File: src/hdl/msf_pkg.sv
// shared widths and constants for the moving average spike filter
package msf_pkg;

  localparam int unsigned SampleW    = 12;
  localparam int unsigned MeanW      = 14;
  localparam int unsigned ThreshW    = 8;
  localparam logic [ThreshW-1:0] ThreshReset = 8'd10;

  typedef logic [SampleW-1:0] sample_t;
  typedef logic [MeanW-1:0]   mean_t;
  typedef logic [ThreshW-1:0] thresh_t;

endpackage

File: src/hdl/msf_sample_if.sv
// input channel carrying one thermocouple sample per item
interface msf_sample_if;
  logic              valid;
  logic              ready;
  msf_pkg::sample_t  sample_quarter_deg;

  modport source (output valid, output sample_quarter_deg, input ready);
  modport sink   (input valid, input sample_quarter_deg, output ready);
endinterface

File: src/hdl/msf_result_if.sv
// output channel carrying one filter result per item
interface msf_result_if;
  logic            valid;
  logic            ready;
  msf_pkg::mean_t  mean_sixteenth_deg;
  logic            rejected;
  logic            ready_res;

  modport source (output valid, output mean_sixteenth_deg, output rejected,
                  output ready_res, input ready);
  modport sink   (input valid, input mean_sixteenth_deg, input rejected,
                  input ready_res, output ready);
endinterface

File: src/hdl/msf_cfg_if.sv
// configuration write channel for the spike threshold
interface msf_cfg_if;
  logic              valid;
  logic              ready;
  msf_pkg::thresh_t  spike_threshold_deg;

  modport source (output valid, output spike_threshold_deg, input ready);
  modport sink   (input valid, input spike_threshold_deg, output ready);
endinterface

File: src/hdl/msf_cell.sv
// one sample cell of the history chain
module msf_cell (
  input  logic             clk_i,
  input  logic             rst_ni,
  input  logic             shift_i,
  input  msf_pkg::sample_t data_i,
  output msf_pkg::sample_t data_o
);

  msf_pkg::sample_t data_q, data_d;

  always_comb begin
    data_d = shift_i ? data_i : data_q;
  end

  always_ff @(posedge clk_i or negedge rst_ni) begin
    if (!rst_ni) begin
      data_q <= '0;
    end else begin
      data_q <= data_d;
    end
  end

  assign data_o = data_q;

endmodule

File: src/hdl/moving_average_spike_filter.sv
// moving average with upward spike rejection over a chain of sample cells
// an accepted item's result is in the output register in the cycle after it is accepted
// throughput: one item per cycle while not stalled; the running sum and one compare are combinational
// input is stalled only while a result waits in the output register
// reset: cells, sum, slot count and ready flag clear; threshold returns to 10
// no clearing pass after reset, items are taken in the first cycle
module moving_average_spike_filter #(
  parameter int unsigned RING_DEPTH = 4
) (
  input  logic          clk_i,
  input  logic          rst_ni,
  msf_sample_if.sink    sample_i,
  msf_cfg_if.sink       cfg_i,
  msf_result_if.source  result_o
);

  localparam int unsigned DepthLog = $clog2(RING_DEPTH);
  localparam int unsigned SlotW    = (DepthLog > 0) ? DepthLog : 1;
  localparam int unsigned SumW     = msf_pkg::SampleW + DepthLog;
  localparam int unsigned CmpW     = SumW + 1;
  localparam int unsigned XW       = SumW + 2;
  localparam int unsigned Shift    = XW + DepthLog;
  localparam int unsigned ProdW    = XW + Shift;
  // reciprocal of the depth, exact floor for every value of four times the sum
  localparam logic [Shift-1:0] MeanMul =
    Shift'((2**Shift + RING_DEPTH - 1) / RING_DEPTH);

  msf_pkg::thresh_t thr_q;
  logic [SumW-1:0]  sum_q, sum_d;
  logic [SlotW-1:0] slot_q, slot_d;
  logic             filled_q, filled_d;

  logic             res_valid_q;
  msf_pkg::mean_t   res_mean_q, res_mean_d;
  logic             res_rej_q;
  logic             res_rdy_q;

  msf_pkg::sample_t cell_q [RING_DEPTH];
  logic             accept;
  logic             reject;
  logic             store;
  logic [CmpW-1:0]  lhs, rhs;
  logic [XW-1:0]    sum_x4;
  logic [ProdW-1:0] prod;

  assign cfg_i.ready    = 1'b1;
  assign sample_i.ready = !res_valid_q || result_o.ready;
  assign accept         = sample_i.valid && sample_i.ready;

  // history chain: a stored sample enters the first cell, the last one drops out
  for (genvar i = 0; i < RING_DEPTH; i++) begin : g_cell
    msf_cell u_cell (
      .clk_i  (clk_i),
      .rst_ni (rst_ni),
      .shift_i(store),
      .data_i ((i == 0) ? sample_i.sample_quarter_deg : cell_q[(i == 0) ? 0 : i - 1]),
      .data_o (cell_q[i])
    );
  end

  always_comb begin
    lhs    = CmpW'(sample_i.sample_quarter_deg) * CmpW'(RING_DEPTH);
    rhs    = CmpW'(sum_q) + CmpW'({thr_q, 2'b00}) * CmpW'(RING_DEPTH);
    reject = filled_q && !(lhs < rhs);
    store  = accept && !reject;

    sum_x4     = {sum_q, 2'b00};
    prod       = ProdW'(sum_x4) * ProdW'(MeanMul);
    res_mean_d = filled_q ? prod[Shift +: msf_pkg::MeanW] : '0;

    sum_d    = sum_q;
    slot_d   = slot_q;
    filled_d = filled_q;
    if (store) begin
      sum_d = sum_q - cell_q[RING_DEPTH-1] + SumW'(sample_i.sample_quarter_deg);
      if (slot_q == SlotW'(RING_DEPTH - 1)) begin
        slot_d   = '0;
        filled_d = 1'b1;
      end else begin
        slot_d = slot_q + 1'b1;
      end
    end
  end

  always_ff @(posedge clk_i or negedge rst_ni) begin
    if (!rst_ni) begin
      thr_q       <= msf_pkg::ThreshReset;
      sum_q       <= '0;
      slot_q      <= '0;
      filled_q    <= 1'b0;
      res_valid_q <= 1'b0;
    end else begin
      if (cfg_i.valid && cfg_i.ready) begin
        thr_q <= cfg_i.spike_threshold_deg;
      end
      sum_q    <= sum_d;
      slot_q   <= slot_d;
      filled_q <= filled_d;
      if (accept) begin
        res_valid_q <= 1'b1;
      end else if (result_o.ready) begin
        res_valid_q <= 1'b0;
      end
    end
  end

  always_ff @(posedge clk_i) begin
    if (accept) begin
      res_mean_q <= res_mean_d;
      res_rej_q  <= reject;
      res_rdy_q  <= filled_d;
    end
  end

  assign result_o.valid              = res_valid_q;
  assign result_o.mean_sixteenth_deg = res_mean_q;
  assign result_o.rejected           = res_rej_q;
  assign result_o.ready_res          = res_rdy_q;

`ifndef SYNTHESIS
  a_rej_needs_ready: assert property (@(posedge clk_i) disable iff (!rst_ni)
    result_o.valid && result_o.rejected |-> result_o.ready_res)
    else $error("rejected item reported before the ring was filled");

  a_mean_zero_before_ready: assert property (@(posedge clk_i) disable iff (!rst_ni)
    result_o.valid && !result_o.ready_res |-> result_o.mean_sixteenth_deg == '0)
    else $error("nonzero mean before the ring was filled");

  a_reject_keeps_state: assert property (@(posedge clk_i) disable iff (!rst_ni)
    accept && reject |=> $stable(sum_q) && $stable(slot_q))
    else $error("rejected item changed the running sum or slot");

  a_filled_sticks: assert property (@(posedge clk_i) disable iff (!rst_ni)
    filled_q |=> filled_q)
    else $error("ready flag dropped");
`endif

endmodule
File: src/flat_wrapper.sv
// flat-port wrapper written by rule: the top's interface ports become plain ports
module moving_average_spike_filter_flat 
#(
  parameter int unsigned RING_DEPTH = 4
)
  (clk_i, rst_ni, sample_i_valid, sample_i_sample_quarter_deg, sample_i_ready, cfg_i_valid, cfg_i_spike_threshold_deg, cfg_i_ready, result_o_valid, result_o_mean_sixteenth_deg, result_o_rejected, result_o_ready_res, result_o_ready);
  msf_sample_if sample_i_i ();
  msf_cfg_if cfg_i_i ();
  msf_result_if result_o_i ();
  input  logic clk_i;
  input  logic rst_ni;
  input wire logic [$bits(sample_i_i.valid)-1:0] sample_i_valid;
  input wire logic [$bits(sample_i_i.sample_quarter_deg)-1:0] sample_i_sample_quarter_deg;
  output wire logic [$bits(sample_i_i.ready)-1:0] sample_i_ready;
  input wire logic [$bits(cfg_i_i.valid)-1:0] cfg_i_valid;
  input wire logic [$bits(cfg_i_i.spike_threshold_deg)-1:0] cfg_i_spike_threshold_deg;
  output wire logic [$bits(cfg_i_i.ready)-1:0] cfg_i_ready;
  output wire logic [$bits(result_o_i.valid)-1:0] result_o_valid;
  output wire logic [$bits(result_o_i.mean_sixteenth_deg)-1:0] result_o_mean_sixteenth_deg;
  output wire logic [$bits(result_o_i.rejected)-1:0] result_o_rejected;
  output wire logic [$bits(result_o_i.ready_res)-1:0] result_o_ready_res;
  input wire logic [$bits(result_o_i.ready)-1:0] result_o_ready;
  assign sample_i_i.valid = sample_i_valid;
  assign sample_i_i.sample_quarter_deg = sample_i_sample_quarter_deg;
  assign sample_i_ready = sample_i_i.ready;
  assign cfg_i_i.valid = cfg_i_valid;
  assign cfg_i_i.spike_threshold_deg = cfg_i_spike_threshold_deg;
  assign cfg_i_ready = cfg_i_i.ready;
  assign result_o_valid = result_o_i.valid;
  assign result_o_mean_sixteenth_deg = result_o_i.mean_sixteenth_deg;
  assign result_o_rejected = result_o_i.rejected;
  assign result_o_ready_res = result_o_i.ready_res;
  assign result_o_i.ready = result_o_ready;
  moving_average_spike_filter #(.RING_DEPTH(RING_DEPTH)) u_core (.clk_i(clk_i), .rst_ni(rst_ni), .sample_i(sample_i_i), .cfg_i(cfg_i_i), .result_o(result_o_i));
endmodule
File: config.mk
export PLATFORM = sky130hd
export DESIGN_NAME = moving_average_spike_filter_flat
export DESIGN_NICKNAME = d
export VERILOG_FILES = /design/src/hdl/msf_pkg.sv /design/src/hdl/msf_sample_if.sv /design/src/hdl/msf_result_if.sv /design/src/hdl/msf_cfg_if.sv /design/src/hdl/msf_cell.sv /design/src/hdl/moving_average_spike_filter.sv /design/src/flat_wrapper.sv
export SDC_FILE = /design/constraint.sdc
export NUM_CORES = 1
export LEC_CHECK = 0
export BUFFER_PORTS_ARGS = -buffer_cell sky130_fd_sc_hd__buf_2
export CORE_MARGIN = 1.5
export CORE_UTILIZATION = 33
export DETAILED_ROUTE_END_ITERATION = 6
export PLACE_DENSITY = 0.54
export SYNTH_ARGS = -nofsm -noshare
export SYNTH_HDL_FRONTEND = slang
export SYNTH_SLANG_ARGS = --single-unit
File: constraint.sdc
create_clock -name clk_i -period 5.7 [get_ports clk_i]
set_input_delay 0.285 -clock clk_i [delete_from_list [all_inputs] [get_ports clk_i]]
set_output_delay 0.285 -clock clk_i [all_outputs]
set_load 0.05 [all_outputs]
==> impl_metrics.sql, run 1 <==
INSERT INTO impl_metrics (metric_group, metric, value, unit) VALUES
('drt', 'vias', '3066', ''),
('synthesis', 'synth_async_sr_flop_share', '82.2', '%'),
('critical_path', 'crit_chain', 'ha_1 > a21o_1 > a21o_1 > a21oi_1 > o21ai_0 > mux2i_1 > a2111oi_0 > ha_1 > and3_4 > a221oi_2 > o21ai_1 > a31o_1 > a31o_4 > buf_12 > mux2_4', ''),
('drt', 'avgRoutedWirePerCell', '14.1', 'microns'),
('critical_path', 'cp_data_required_time', '5930', 'ps'),
('clocking', 'h_tree_depth', '3', ''),
('critical_path', 'buffers_and_inverters_on_the_worst_path', '1', ''),
('clocking', 'tritoncts', 'built', ''),
('synthesis', 'post_synth_main_area_contributors', 'sky130_fd_sc_hd__dfrtp_1, sky130_fd_sc_hd__mux2_4, sky130_fd_sc_hd__edfxtp_1', ''),
('global_routing', 'grt_pass1_vias', '3139', ''),
('final_layout', 'number_of_inserted_diodes', '0', ''),
('critical_path', 'r2r.worst_path.cells', '15', ''),
('final_layout', 'fillCellCount', '1472', ''),
('status', 'status', 'completed', ''),
('hold_path', 'hold_path.class', 'primary input to asynchronous set/reset pin', ''),
('global_routing', 'first_pass_grt_wire_length', '16.0', 'mm'),
('drt', 'drt_drc_violations_left', '0', ''),
('synthesis', 'yosys.area.top_type_share', '34.4', '%'),
('synthesis', 'ys_seq_area_share', '44.5', '%'),
('final_layout', 'post_route_cells_drive_above_1_share', '27.3', '%'),
('sta', 'fin_setup_tns', '0', 'ps'),
('critical_path', 'crit_type', 'flip-flop to flip-flop', ''),
('final_layout', 'flow.area_growth_from_synthesis', '13.6', '%'),
('global_routing', 'pin_count_of_the_biggest_net_entering_global_routing', '75', ''),
('sta', 'timing_max_transition_violations_final', '0', ''),
('place', 'gp_congestion', '0.797', ''),
('floorplanning', 'die_width', '129', 'microns'),
('final_layout', 'finalNetCount', '534', ''),
('run', 'max_cap_viol_count', '0', ''),
('clocking', 'clock_insertion_delay_worst_skew', '350', 'ps'),
('synthesis', 'synth_cell_type_count', '44', ''),
('critical_path', 'worst_r2r_endpoint', 'u_core.g_cell[3].u_cell.data_o[8]', ''),
('synthesis', 'synthCells', '417', ''),
('clocking', 'cts_repair_resize_count', '0', ''),
('critical_path', 'crit_path_max_incr_delay', '560', 'ps'),
('sta', 'finalCriticalPeriod', '4470', 'ps'),
('critical_path', 'worst_setup_path_start_kind', 'flip-flop', ''),
('synthesis', 'syn_area_per_cell', '12.6', 'sq um'),
('sta', 'tightest_slew', '950', 'ps'),
('sta', 'final_hold_viol_count', '0', ''),
('place', 'placement.io_buffers', '42', ''),
('synthesis', 'synthDominantAreaCellType', 'sky130_fd_sc_hd__dfrtp_1', ''),
('drt', 'detail-route-antenna-nets', '0', ''),
('critical_path', 'cp_top_family', 'compound AO/OA/AOI/OAI gates', ''),
('global_routing', 'groute.usage.overall', '12.7', '%'),
('synthesis', 'syn_nets', '491', ''),
('sta', 'timing.final.crit_share', '78.5', '%'),
('critical_path', 'cpMaxStageDelayCell', 'sky130_fd_sc_hd__dfstp_2', ''),
('synthesis', 'synth_seq_cells', '90', ''),
('drt', 'drt-total-wl', '9.53', 'mm'),
('synthesis', 'synth-edff-count', '16', ''),
('floorplanning', 'area_of_the_die', '0.0167', 'sq mm'),
('floorplanning', 'placement_rows', '45', ''),
('drt', 'drt_via_density', '4.54', ''),
('floorplanning', 'die_h', '129', 'microns'),
('floorplanning', 'io_pins', '44', ''),
('sta', 'rsz_0062_raised_after_global_routing', 'false', ''),
('clocking', 'tritoncts_num_sinks', '90', ''),
('synthesis', 'syn-cell-area', '0.00524', 'sq mm'),
('synthesis', 'synthesis.yosys.warnings', '0', ''),
('place', 'detailed_place_hpwl', '7.00', 'mm'),
('global_routing', 'grt_antenna_before_repair', '0', ''),
('critical_path', 'crit_arrival', '4700', 'ps'),
('clocking', 'tritoncts.num_buffers', '9', ''),
('clocking', 'cts_root_buffer', 'sky130_fd_sc_hd__clkbuf_16', ''),
('drt', 'drt_iter0_markers', '144', ''),
('clocking', 'cts_hold_buf', '0', ''),
('clocking', 'cts_setup_buffers', '0', ''),
('synthesis', 'ys.flop_type', 'sky130_fd_sc_hd__dfrtp_1', ''),
('sta', 'maxSlewHeadroom', '36.6', '%'),
('critical_path', 'rrSetupSlack', '1230', 'ps');
state kept, by name, indices dropped and copies added, names as in the netlist:
name / flops
u_core.g_cell.u_cell.data_o: 48
u_core.result_o.mean_sixteenth_deg: 14
u_core.sum_q: 14
u_core.thr_q: 8
u_core.slot_q: 2
u_core.filled_q: 1
u_core.result_o.ready_res: 1
u_core.result_o.rejected: 1
u_core.result_o.valid: 1
worst max-delay path by stage:
| stage | startpoint | to | cells past startpoint |
|---|---|---|---|
| 5_1_grt | u_core.thr_q[1] | u_core.g_cell[3].u_cell.data_o[7] | 15 |
| 4_1_cts | u_core.thr_q[1] | u_core.g_cell[3].u_cell.data_o[8] | 15 |
| 3_3_place_gp | u_core.thr_q[1] | u_core.g_cell[0].u_cell.data_o[7] | 15 |
| 2_1_floorplan | u_core.thr_q[1] | u_core.g_cell[0].u_cell.data_o[0] | 16 |
| 3_5_place_dp | u_core.thr_q[1] | u_core.g_cell[3].u_cell.data_o[2] | 15 |
| 6_report | u_core.thr_q[1] | u_core.g_cell[3].u_cell.data_o[8] | 15 |
stage by stage:
stage / cell area, sq um / std cells / hold WS, ps / util, % / worst slack [ps]
finish: 5960 / 676 / 87.0 / 38.7 / 1230
global route: 5960 / 676 / 144 / 38.7 / 966
CTS: 5960 / 676 / 128 / 38.7 / 1270
detailed placement: 5610 / 660 / 488 / 36.5 / 1300
global placement: 5610 / 660 / 484 / 36.5 / 1500
floorplan: 5240 / 417 / -10.6 / - / 1920
cell usage after synthesis (all sizes together), types with 8 or more instances:
cell and count:
a21o 9, a21oi 16, and2 15, buf 8, dfrtp 72, edfxtp 16
fa 13, ha 36, inv 54, mux2 62, mux2i 13, nand2 17
nor2 9, o21ai 13, xnor2 10
routing by layer:
layer  share of wire (%)  routed length, microns  GRT usage [%]
met5                   0                       0              0
met4                 2.4                     230           6.94
met3                 4.1                     391           2.81
met2                  44                    4160           19.0
met1                  50                    4750           17.3
logic make-up after synthesis:
group                      synth area share (%)
and+or+nand+nor                            6.80
xor gates and xnor gates                   2.67
buffers and inverters                      6.49
muxes                                      19.4
adders and majority gates                  13.6
AOI/OAI and AO/OA                          6.49
other                                    0.0715
DFF                                        44.5
layout by cell type (no fill, tap or decap), types with 13 or more instances in the layout:
master	netlist	routed
sky130_fd_sc_hd__a21oi_1	16	16
sky130_fd_sc_hd__and2_1	15	15
sky130_fd_sc_hd__buf_2	0	41
sky130_fd_sc_hd__dfrtp_1	72	72
sky130_fd_sc_hd__edfxtp_1	16	16
sky130_fd_sc_hd__fa_1	13	13
sky130_fd_sc_hd__ha_1	36	36
sky130_fd_sc_hd__inv_1	54	54
sky130_fd_sc_hd__mux2_4	50	50
sky130_fd_sc_hd__mux2i_1	13	13
sky130_fd_sc_hd__nand2_1	17	17
area by class of cell:
type / count / area (sq um) / share of cell area, %
Clock buffer: 14 / 328 / 5.50
Clock inverter: 2 / 17.5 / 0.294
Sequential cell: 90 / 2330 / 39.2
Multi-Input combinational cell: 262 / 2580 / 43.3
Inverter: 54 / 203 / 3.40
Timing Repair Buffer: 43 / 233 / 3.91
Tap cell: 211 / 264 / 4.43
Power of run 1 is left out: the tool's default activity adds up to more than one toggle a clock period on the data nets, which glitch-free logic cannot reach.
==> run 2, diff against run 1 <==
PLACE_DENSITY = 0.56   (was 0.54)
clock period = 4 ns   (was 5.7 ns; I/O delays follow)
==> run 2 against run 1 <==
Against the previous run:
- final cell count increased by 0.74%
- hold slack worse by 82 ps
- count of clock-buffer cells in the layout is 2 lower
- clock skew about the same
- core utilization rose by 0.057 points
- wire length down 0.71%
- highest routed layer unchanged
- non-clock buffer count rose by 5
- global-route usage down 0.12 points
- design area is 0.15% higher
- largest cell class unchanged
- first-iteration DRC count up 33%
==> impl_metrics.sql, run 2 (synthesized netlist as in run 1, its figures left out) <==
INSERT INTO impl_metrics (metric_group, metric, value, unit) VALUES
('critical_path', 'r2r.worst_path.cells', '15', ''),
('critical_path', 'cp_top_family', 'compound AO/OA/AOI/OAI gates', ''),
('final_layout', 'fillCellCount', '1465', ''),
('clocking', 'worst_setup_hold_path_clk_slew', '60', 'ps'),
('critical_path', 'timing.critical_path.from', 'u_core.thr_q[1]', ''),
('final_layout', 'mostFrequentLayoutCell', 'sky130_fd_sc_hd__dfrtp_1', ''),
('floorplanning', 'coreArea', '0.0154', 'sq mm'),
('sta', 'rsz_0062_raised_after_global_routing', 'false', ''),
('clocking', 'tritoncts', 'built', ''),
('drt', 'drt_via_density', '4.59', ''),
('critical_path', 'critical_path_peak_fanout', '27', ''),
('sta', 'fin_setup_tns', '0', 'ps'),
('sta', 'maxSlewHeadroom', '36.9', '%'),
('clocking', 'h_tree_depth', '3', ''),
('place', 'placed_instance_area', '0.00567', 'sq mm'),
('global_routing', 'groute.usage.overall', '12.6', '%'),
('clocking', 'cts_root_buffer', 'sky130_fd_sc_hd__clkbuf_16', ''),
('clocking', 'cts_hold_buf', '0', ''),
('final_layout', 'final_area', '0.00596', 'sq mm'),
('global_routing', 'grt_antenna_before_repair', '0', ''),
('critical_path', 'cp_data_required_time', '4220', 'ps'),
('drt', 'drt_iter0_markers', '192', ''),
('clocking', 'clock_insertion_delay_worst_skew', '340', 'ps'),
('critical_path', 'worst_r2r_endpoint', 'u_core.g_cell[2].u_cell.data_o[1]', ''),
('place', 'gp_congestion', '0.772', ''),
('sta', 'max_clock_freq', '0.263', 'GHz'),
('sta', 'worst_clock_skew', '8.70', 'ps'),
('sta', 'finalCriticalPeriod', '3800', 'ps'),
('global_routing', 'final_global_route_overflow_total', '0', ''),
('floorplanning', 'area_of_the_die', '0.0167', 'sq mm'),
('run', 'max_cap_viol_count', '0', ''),
('critical_path', 'rrSetupSlack', '200', 'ps'),
('floorplanning', 'placement_rows', '45', ''),
('final_layout', 'flow.area_growth_from_synthesis', '13.8', '%'),
('final_layout', 'finalNetCount', '539', ''),
('global_routing', 'pin_count_of_the_biggest_net_entering_global_routing', '75', ''),
('critical_path', 'crit_path_max_incr_delay', '550', 'ps'),
('place', 'detailed_place_hpwl', '7.05', 'mm'),
('drt', 'drt-total-wl', '9.46', 'mm'),
('clocking', 'tritoncts.num_buffers', '9', ''),
('critical_path', 'worst-path-stages', '15', ''),
('drt', 'detail-route-antenna-nets', '0', ''),
('critical_path', 'cpMaxStageDelayCell', 'sky130_fd_sc_hd__dfstp_2', ''),
('critical_path', 'timing.critical_path.to', 'u_core.g_cell[2].u_cell.data_o[1]', ''),
('sta', 'timing_max_transition_violations_final', '0', ''),
('drt', 'drt_drc_violations_left', '0', ''),
('critical_path', 'crit_chain', 'ha_1 > a21o_1 > a21o_1 > a21oi_2 > o21ai_1 > mux2i_1 > a2111oi_2 > ha_1 > and3_4 > a221oi_2 > o21ai_1 > a31o_1 > a31o_4 > buf_12 > mux2_4', ''),
('critical_path', 'crit_arrival', '4030', 'ps'),
('sta', 'setup-violations-final', '0', ''),
('drt', 'avgRoutedWirePerCell', '13.9', 'microns'),
('floorplanning', 'starting_density_of_the_core', '34.1', '%'),
('floorplanning', 'die_h', '129', 'microns'),
('floorplanning', 'die_width', '129', 'microns'),
('critical_path', 'worst_setup_path_start_kind', 'flip-flop', ''),
('sta', 'tightest_slew', '947', 'ps'),
('critical_path', 'buffers_and_inverters_on_the_worst_path', '1', ''),
('clocking', 'cts_max_path_buffers', '2', ''),
('drt', 'vias', '3123', ''),
('floorplanning', 'io_pins', '44', ''),
('place', 'placement.io_buffers', '42', ''),
('drt', 'drt_first_pass_iters', '4', ''),
('status', 'status', 'completed', ''),
('final_layout', 'largest_register_ff_count', '48', ''),
('global_routing', 'grt_pass1_vias', '3175', ''),
('sta', 'timing.final.crit_share', '95.1', '%'),
('final_layout', 'number_of_inserted_diodes', '0', ''),
('final_layout', 'mostFrequentLayoutCells', 'sky130_fd_sc_hd__dfrtp_1, sky130_fd_sc_hd__inv_1, sky130_fd_sc_hd__mux2_4, sky130_fd_sc_hd__buf_2, sky130_fd_sc_hd__ha_1', ''),
('critical_path', 'crit_type', 'flip-flop to flip-flop', ''),
('clocking', 'tritoncts_num_sinks', '90', ''),
('hold_path', 'hold_path.class', 'primary input to asynchronous set/reset pin', ''),
('final_layout', 'post_route_cells_drive_above_1_share', '28.1', '%'),
('sta', 'final_hold_viol_count', '0', ''),
('global_routing', 'first_pass_grt_wire_length', '16.0', 'mm'),
('final_layout', 'finish.utilization', '38.8', '%'),
('critical_path', 'critPathCaptureType', 'flip-flop', ''),
('critical_path', 'r2r-start', 'u_core.thr_q[1]', '');
[run 2: layer usage]
| layer | vias up | wire length, microns | global-route usage, % |
|---|---|---|---|
| met5 | - | 0 | 0 |
| met4 | 0 | 140 | 4.96 |
| met3 | 7 | 356 | 2.97 |
| met2 | 59 | 4170 | 19.3 |
| met1 | 1525 | 4790 | 17.4 |
| li1 | 1532 | - | - |
[run 2: cell type report]
class	instances	area, sq um	share of cell area [%]
multi-input cells	262	2590	43.4
inverters	54	203	3.40
well taps	211	264	4.43
flip-flops and latches	90	2330	39.1
clock inverters	4	35.0	0.587
clock buffers	12	246	4.13
repair buffers	48	295	4.95
[run 2: what timing repair did]
action                                  4_1_cts  5_1_grt
gates resized for setup                       1        3
endpoints found under the setup margin       24       58
pin swaps                                     0        1
setup buffers                                 0        1
[run 2: worst min path at each step]
stage | to | slack [ps] | depth (start not counted)
after floorplan | u_core.filled_q | -100 | 0
after global placement | u_core.result_o.valid | 410 | 2
after detailed placement | u_core.g_cell[1].u_cell.data_o[2] | 420 | 1
after CTS | u_core.g_cell[1].u_cell.data_o[2] | 40 | 1
after global routing | u_core.thr_q[0] | 80 | 2
final | u_core.g_cell[1].u_cell.data_o[2] | 5 | 1
[run 2: worst reg2reg max path: stages (launching register included)]
cell                        delay, ps
sky130_fd_sc_hd__dfstp_2          550
sky130_fd_sc_hd__ha_1             220
sky130_fd_sc_hd__a21o_1           170
sky130_fd_sc_hd__a21o_1           210
sky130_fd_sc_hd__a21oi_2          160
sky130_fd_sc_hd__o21ai_1          110
sky130_fd_sc_hd__mux2i_1          140
sky130_fd_sc_hd__a2111oi_2        340
sky130_fd_sc_hd__ha_1             290
sky130_fd_sc_hd__and3_4           190
sky130_fd_sc_hd__a221oi_2         190
sky130_fd_sc_hd__o21ai_1           90
sky130_fd_sc_hd__a31o_1           210
sky130_fd_sc_hd__a31o_4           290
sky130_fd_sc_hd__buf_12           200
sky130_fd_sc_hd__mux2_4           320
[run 2: stage by stage]
step / instances / worst slack (ps) / hold WS [ps]
6_report: 681 / 196 / 5.37
5_1_grt: 681 / 14.9 / 76.5
4_1_cts: 680 / 23.1 / 39.4
3_5_place_dp: 664 / -18.1 / 416
3_3_place_gp: 664 / 63.6 / 407
2_1_floorplan: 417 / 215 / -95.6
Power of run 2 is left out for the same reason.
==> run 3, diff against run 2 <==
ABC_AREA = 0   (was unset)
PLACE_DENSITY = 0.54   (was 0.56)
SLEW_MARGIN = 5   (was unset)
clock period = 3.6 ns   (was 4 ns; I/O delays follow)
==> run 3 against run 2 <==
Against the previous run:
- the run now ends with hold timing, setup timing left
- clock skew decreased by 2.9 ps
- flip-flop and latch count unchanged
- maximum frequency up 3.5%
- design area grew 1.6%
- die area is the same
- final cell count up 1.5%
- register-to-register slack got worse by 270 ps
- sequential share of layout area fell by 0.61 points
- critical endpoint is now u_core.g_cell[0].u_cell.data_o[0]
- critical path depth increased by 1
- worst setup slack worse by 270 ps
- wire length up 2.9%
- largest cell class unchanged
- hold slack lost 24 ps
==> impl_metrics.sql, run 3 (synthesized netlist as in run 1, its figures left out) <==
INSERT INTO impl_metrics (metric_group, metric, value, unit) VALUES
('floorplanning', 'die_h', '129', 'microns'),
('critical_path', 'crit_path_frequent_cell', 'sky130_fd_sc_hd__a21o_1', ''),
('clocking', 'cts_root_buffer', 'sky130_fd_sc_hd__clkbuf_16', ''),
('critical_path', 'crit_arrival', '3900', 'ps'),
('critical_path', 'worst_setup_path_start_kind', 'flip-flop', ''),
('hold_path', 'hold_path.class', 'primary input to asynchronous set/reset pin', ''),
('clocking', 'clock_insertion_delay_worst_skew', '340', 'ps'),
('status', 'failed_checks', 'hold timing, setup timing', ''),
('floorplanning', 'starting_density_of_the_core', '34.1', '%'),
('drt', 'met2WireLength', '4.30', 'mm'),
('floorplanning', 'area_of_the_die', '0.0167', 'sq mm'),
('sta', 'maxSlewHeadroom', '37.1', '%'),
('floorplanning', 'coreArea', '0.0154', 'sq mm'),
('final_layout', 'number_of_inserted_diodes', '0', ''),
('drt', 'drt_drc_violations_left', '0', ''),
('floorplanning', 'placement_rows', '45', ''),
('clocking', 'cts_hold_buf', '0', ''),
('clocking', 'h_tree_depth', '3', ''),
('global_routing', 'first_pass_grt_wire_length', '16.3', 'mm'),
('drt', 'drt_via_density', '4.58', ''),
('global_routing', 'pin_count_of_the_biggest_net_entering_global_routing', '75', ''),
('drt', 'drt_first_pass_iters', '4', ''),
('sta', 'hold_ws', '-18.7', 'ps'),
('final_layout', 'post_route_cells_drive_above_1_share', '30.6', '%'),
('critical_path', 'cp_data_required_time', '3820', 'ps'),
('clocking', 'worst_setup_hold_path_clk_slew', '70', 'ps'),
('clocking', 'tritoncts_num_sinks', '90', ''),
('drt', 'top_routing_layer_in_use', 'met4', ''),
('clocking', 'tritoncts', 'built', ''),
('global_routing', 'grt_antenna_before_repair', '0', ''),
('sta', 'timing.final.crit_share', '102', '%'),
('sta', 'rsz_0062_raised_after_global_routing', 'true', ''),
('sta', 'layout_setup_ws', '-75.2', 'ps'),
('floorplanning', 'die_width', '129', 'microns'),
('final_layout', 'fillCellCount', '1478', ''),
('status', 'status', 'finished with violations', ''),
('place', 'pre_cts_ws', '-118', 'ps'),
('final_layout', 'multiInputGateArea', '0.00261', 'sq mm'),
('global_routing', 'final_global_route_overflow_total', '0', ''),
('critical_path', 'cp_top_family', 'compound AO/OA/AOI/OAI gates', ''),
('drt', 'detail-route-antenna-nets', '0', ''),
('drt', 'met3_wirelength', '317', 'microns'),
('drt', 'drt_iter0_markers', '226', ''),
('final_layout', 'final-seq-area', '0.00233', 'sq mm'),
('critical_path', 'crit_chain', 'ha_4 > a21o_1 > a21o_1 > a21oi_2 > o21ai_2 > buf_4 > a21oi_1 > xor2_1 > ha_1 > and3_4 > a221oi_2 > o21ai_1 > a31o_1 > a31o_4 > buf_12 > mux2_4', ''),
('run', 'max_cap_viol_count', '0', ''),
('drt', 'vias', '3167', ''),
('sta', 'setup-violations-final', '49', ''),
('sta', 'worst_clock_skew', '5.84', 'ps'),
('final_layout', 'mostFrequentLayoutCells', 'sky130_fd_sc_hd__dfrtp_1, sky130_fd_sc_hd__inv_1, sky130_fd_sc_hd__mux2_4, sky130_fd_sc_hd__buf_2, sky130_fd_sc_hd__ha_1', ''),
('final_layout', 'final_area', '0.00606', 'sq mm'),
('final_layout', 'largest_register_ff_count', '48', ''),
('sta', 'final_hold_viol_count', '17', ''),
('place', 'placement.io_buffers', '42', ''),
('critical_path', 'cpMaxStageDelayCell', 'sky130_fd_sc_hd__dfstp_2', ''),
('drt', 'avgRoutedWirePerCell', '14.1', 'microns'),
('clocking', 'cts_max_path_buffers', '2', ''),
('sta', 'tightest_slew', '944', 'ps'),
('sta', 'max_clock_freq', '0.272', 'GHz'),
('place', 'detailed_place_hpwl', '7.05', 'mm'),
('sta', 'timing_max_transition_violations_final', '0', ''),
('place', 'placed_instance_area', '0.00572', 'sq mm'),
('global_routing', 'groute.usage.overall', '12.8', '%'),
('critical_path', 'critPathCaptureType', 'flip-flop', ''),
('final_layout', 'flow.area_growth_from_synthesis', '15.6', '%'),
('clocking', 'tritoncts.num_buffers', '9', ''),
('drt', 'drt-met1-wl', '4.83', 'mm'),
('critical_path', 'crit_path_max_incr_delay', '550', 'ps'),
('final_layout', 'finalNetCount', '550', ''),
('sta', 'finalCriticalPeriod', '3680', 'ps'),
('critical_path', 'buffers_and_inverters_on_the_worst_path', '2', ''),
('global_routing', 'grt_pass1_vias', '3293', ''),
('final_layout', 'mostFrequentLayoutCell', 'sky130_fd_sc_hd__dfrtp_1', ''),
('critical_path', 'crit_type', 'flip-flop to flip-flop', ''),
('place', 'gp_congestion', '0.794', ''),
('floorplanning', 'io_pins', '44', ''),
('critical_path', 'critical_path_peak_fanout', '32', ''),
('drt', 'drt-total-wl', '9.73', 'mm');
## run 3: area by class of cell
| type | instances | area share [%] |
|---|---|---|
| inverter | 54 | 3.35 |
| clock buffer | 9 | 3.72 |
| multi-input combinational | 262 | 43.0 |
| timing repair buffer | 59 | 6.34 |
| clock inverter | 6 | 0.682 |
| sequential | 90 | 38.5 |
| tap | 211 | 4.36 |
## run 3: stage by stage
| step | setup TNS [ps] | std cells | utilization, % |
|---|---|---|---|
| 5_1_grt | -13530 | 691 | 39.4 |
| 6_report | -2390 | 691 | 39.4 |
| 4_1_cts | -4880 | 688 | 39.1 |
| 2_1_floorplan | 0 | 417 | - |
| 3_5_place_dp | -5020 | 672 | 37.2 |
| 3_3_place_gp | -1800 | 672 | 37.2 |
## run 3: final timing paths
path                                                   start                                end  slack [ps]  depth (start not counted)
hold / removal                                        rst_ni  u_core.g_cell[1].u_cell.data_o[1]         -20                          1
setup reg to reg                             u_core.thr_q[1]  u_core.g_cell[0].u_cell.data_o[0]         -80                         16
setup / recovery                             u_core.thr_q[1]  u_core.g_cell[0].u_cell.data_o[0]         -80                         16
hold reg to reg            u_core.g_cell[1].u_cell.data_o[3]  u_core.g_cell[2].u_cell.data_o[3]         500                          1
max in group asynchronous                             rst_ni                    u_core.thr_q[5]        3000                          1
min in group clk_i                            sample_i_valid              u_core.result_o.valid          50                          2
## run 3: layer usage
metal | global-route usage (%) | vias to the layer above
li1 | - | 1547
met1 | 17.3 | 1536
met2 | 19.8 | 68
met3 | 2.68 | 16
met4 | 6.01 | 0
met5 | 0 | -
## run 3: worst register-to-register path: stages, from the launching register on
cell and delay, ps:
sky130_fd_sc_hd__dfstp_2 550, sky130_fd_sc_hd__ha_4 190, sky130_fd_sc_hd__a21o_1 170, sky130_fd_sc_hd__a21o_1 170, sky130_fd_sc_hd__a21oi_2 170, sky130_fd_sc_hd__o21ai_2 80
sky130_fd_sc_hd__buf_4 130, sky130_fd_sc_hd__a21oi_1 160, sky130_fd_sc_hd__xor2_1 180, sky130_fd_sc_hd__ha_1 250, sky130_fd_sc_hd__and3_4 180, sky130_fd_sc_hd__a221oi_2 210
sky130_fd_sc_hd__o21ai_1 90, sky130_fd_sc_hd__a31o_1 220, sky130_fd_sc_hd__a31o_4 270, sky130_fd_sc_hd__buf_12 190, sky130_fd_sc_hd__mux2_4 340
## run 3: timing repair
action                                  4_1_cts  5_1_grt
endpoints found under the setup margin       54       64
pin swaps                                     0        1
resized for setup                             3        5
setup buffers                                 1        3
Power of run 3 is left out for the same reason.
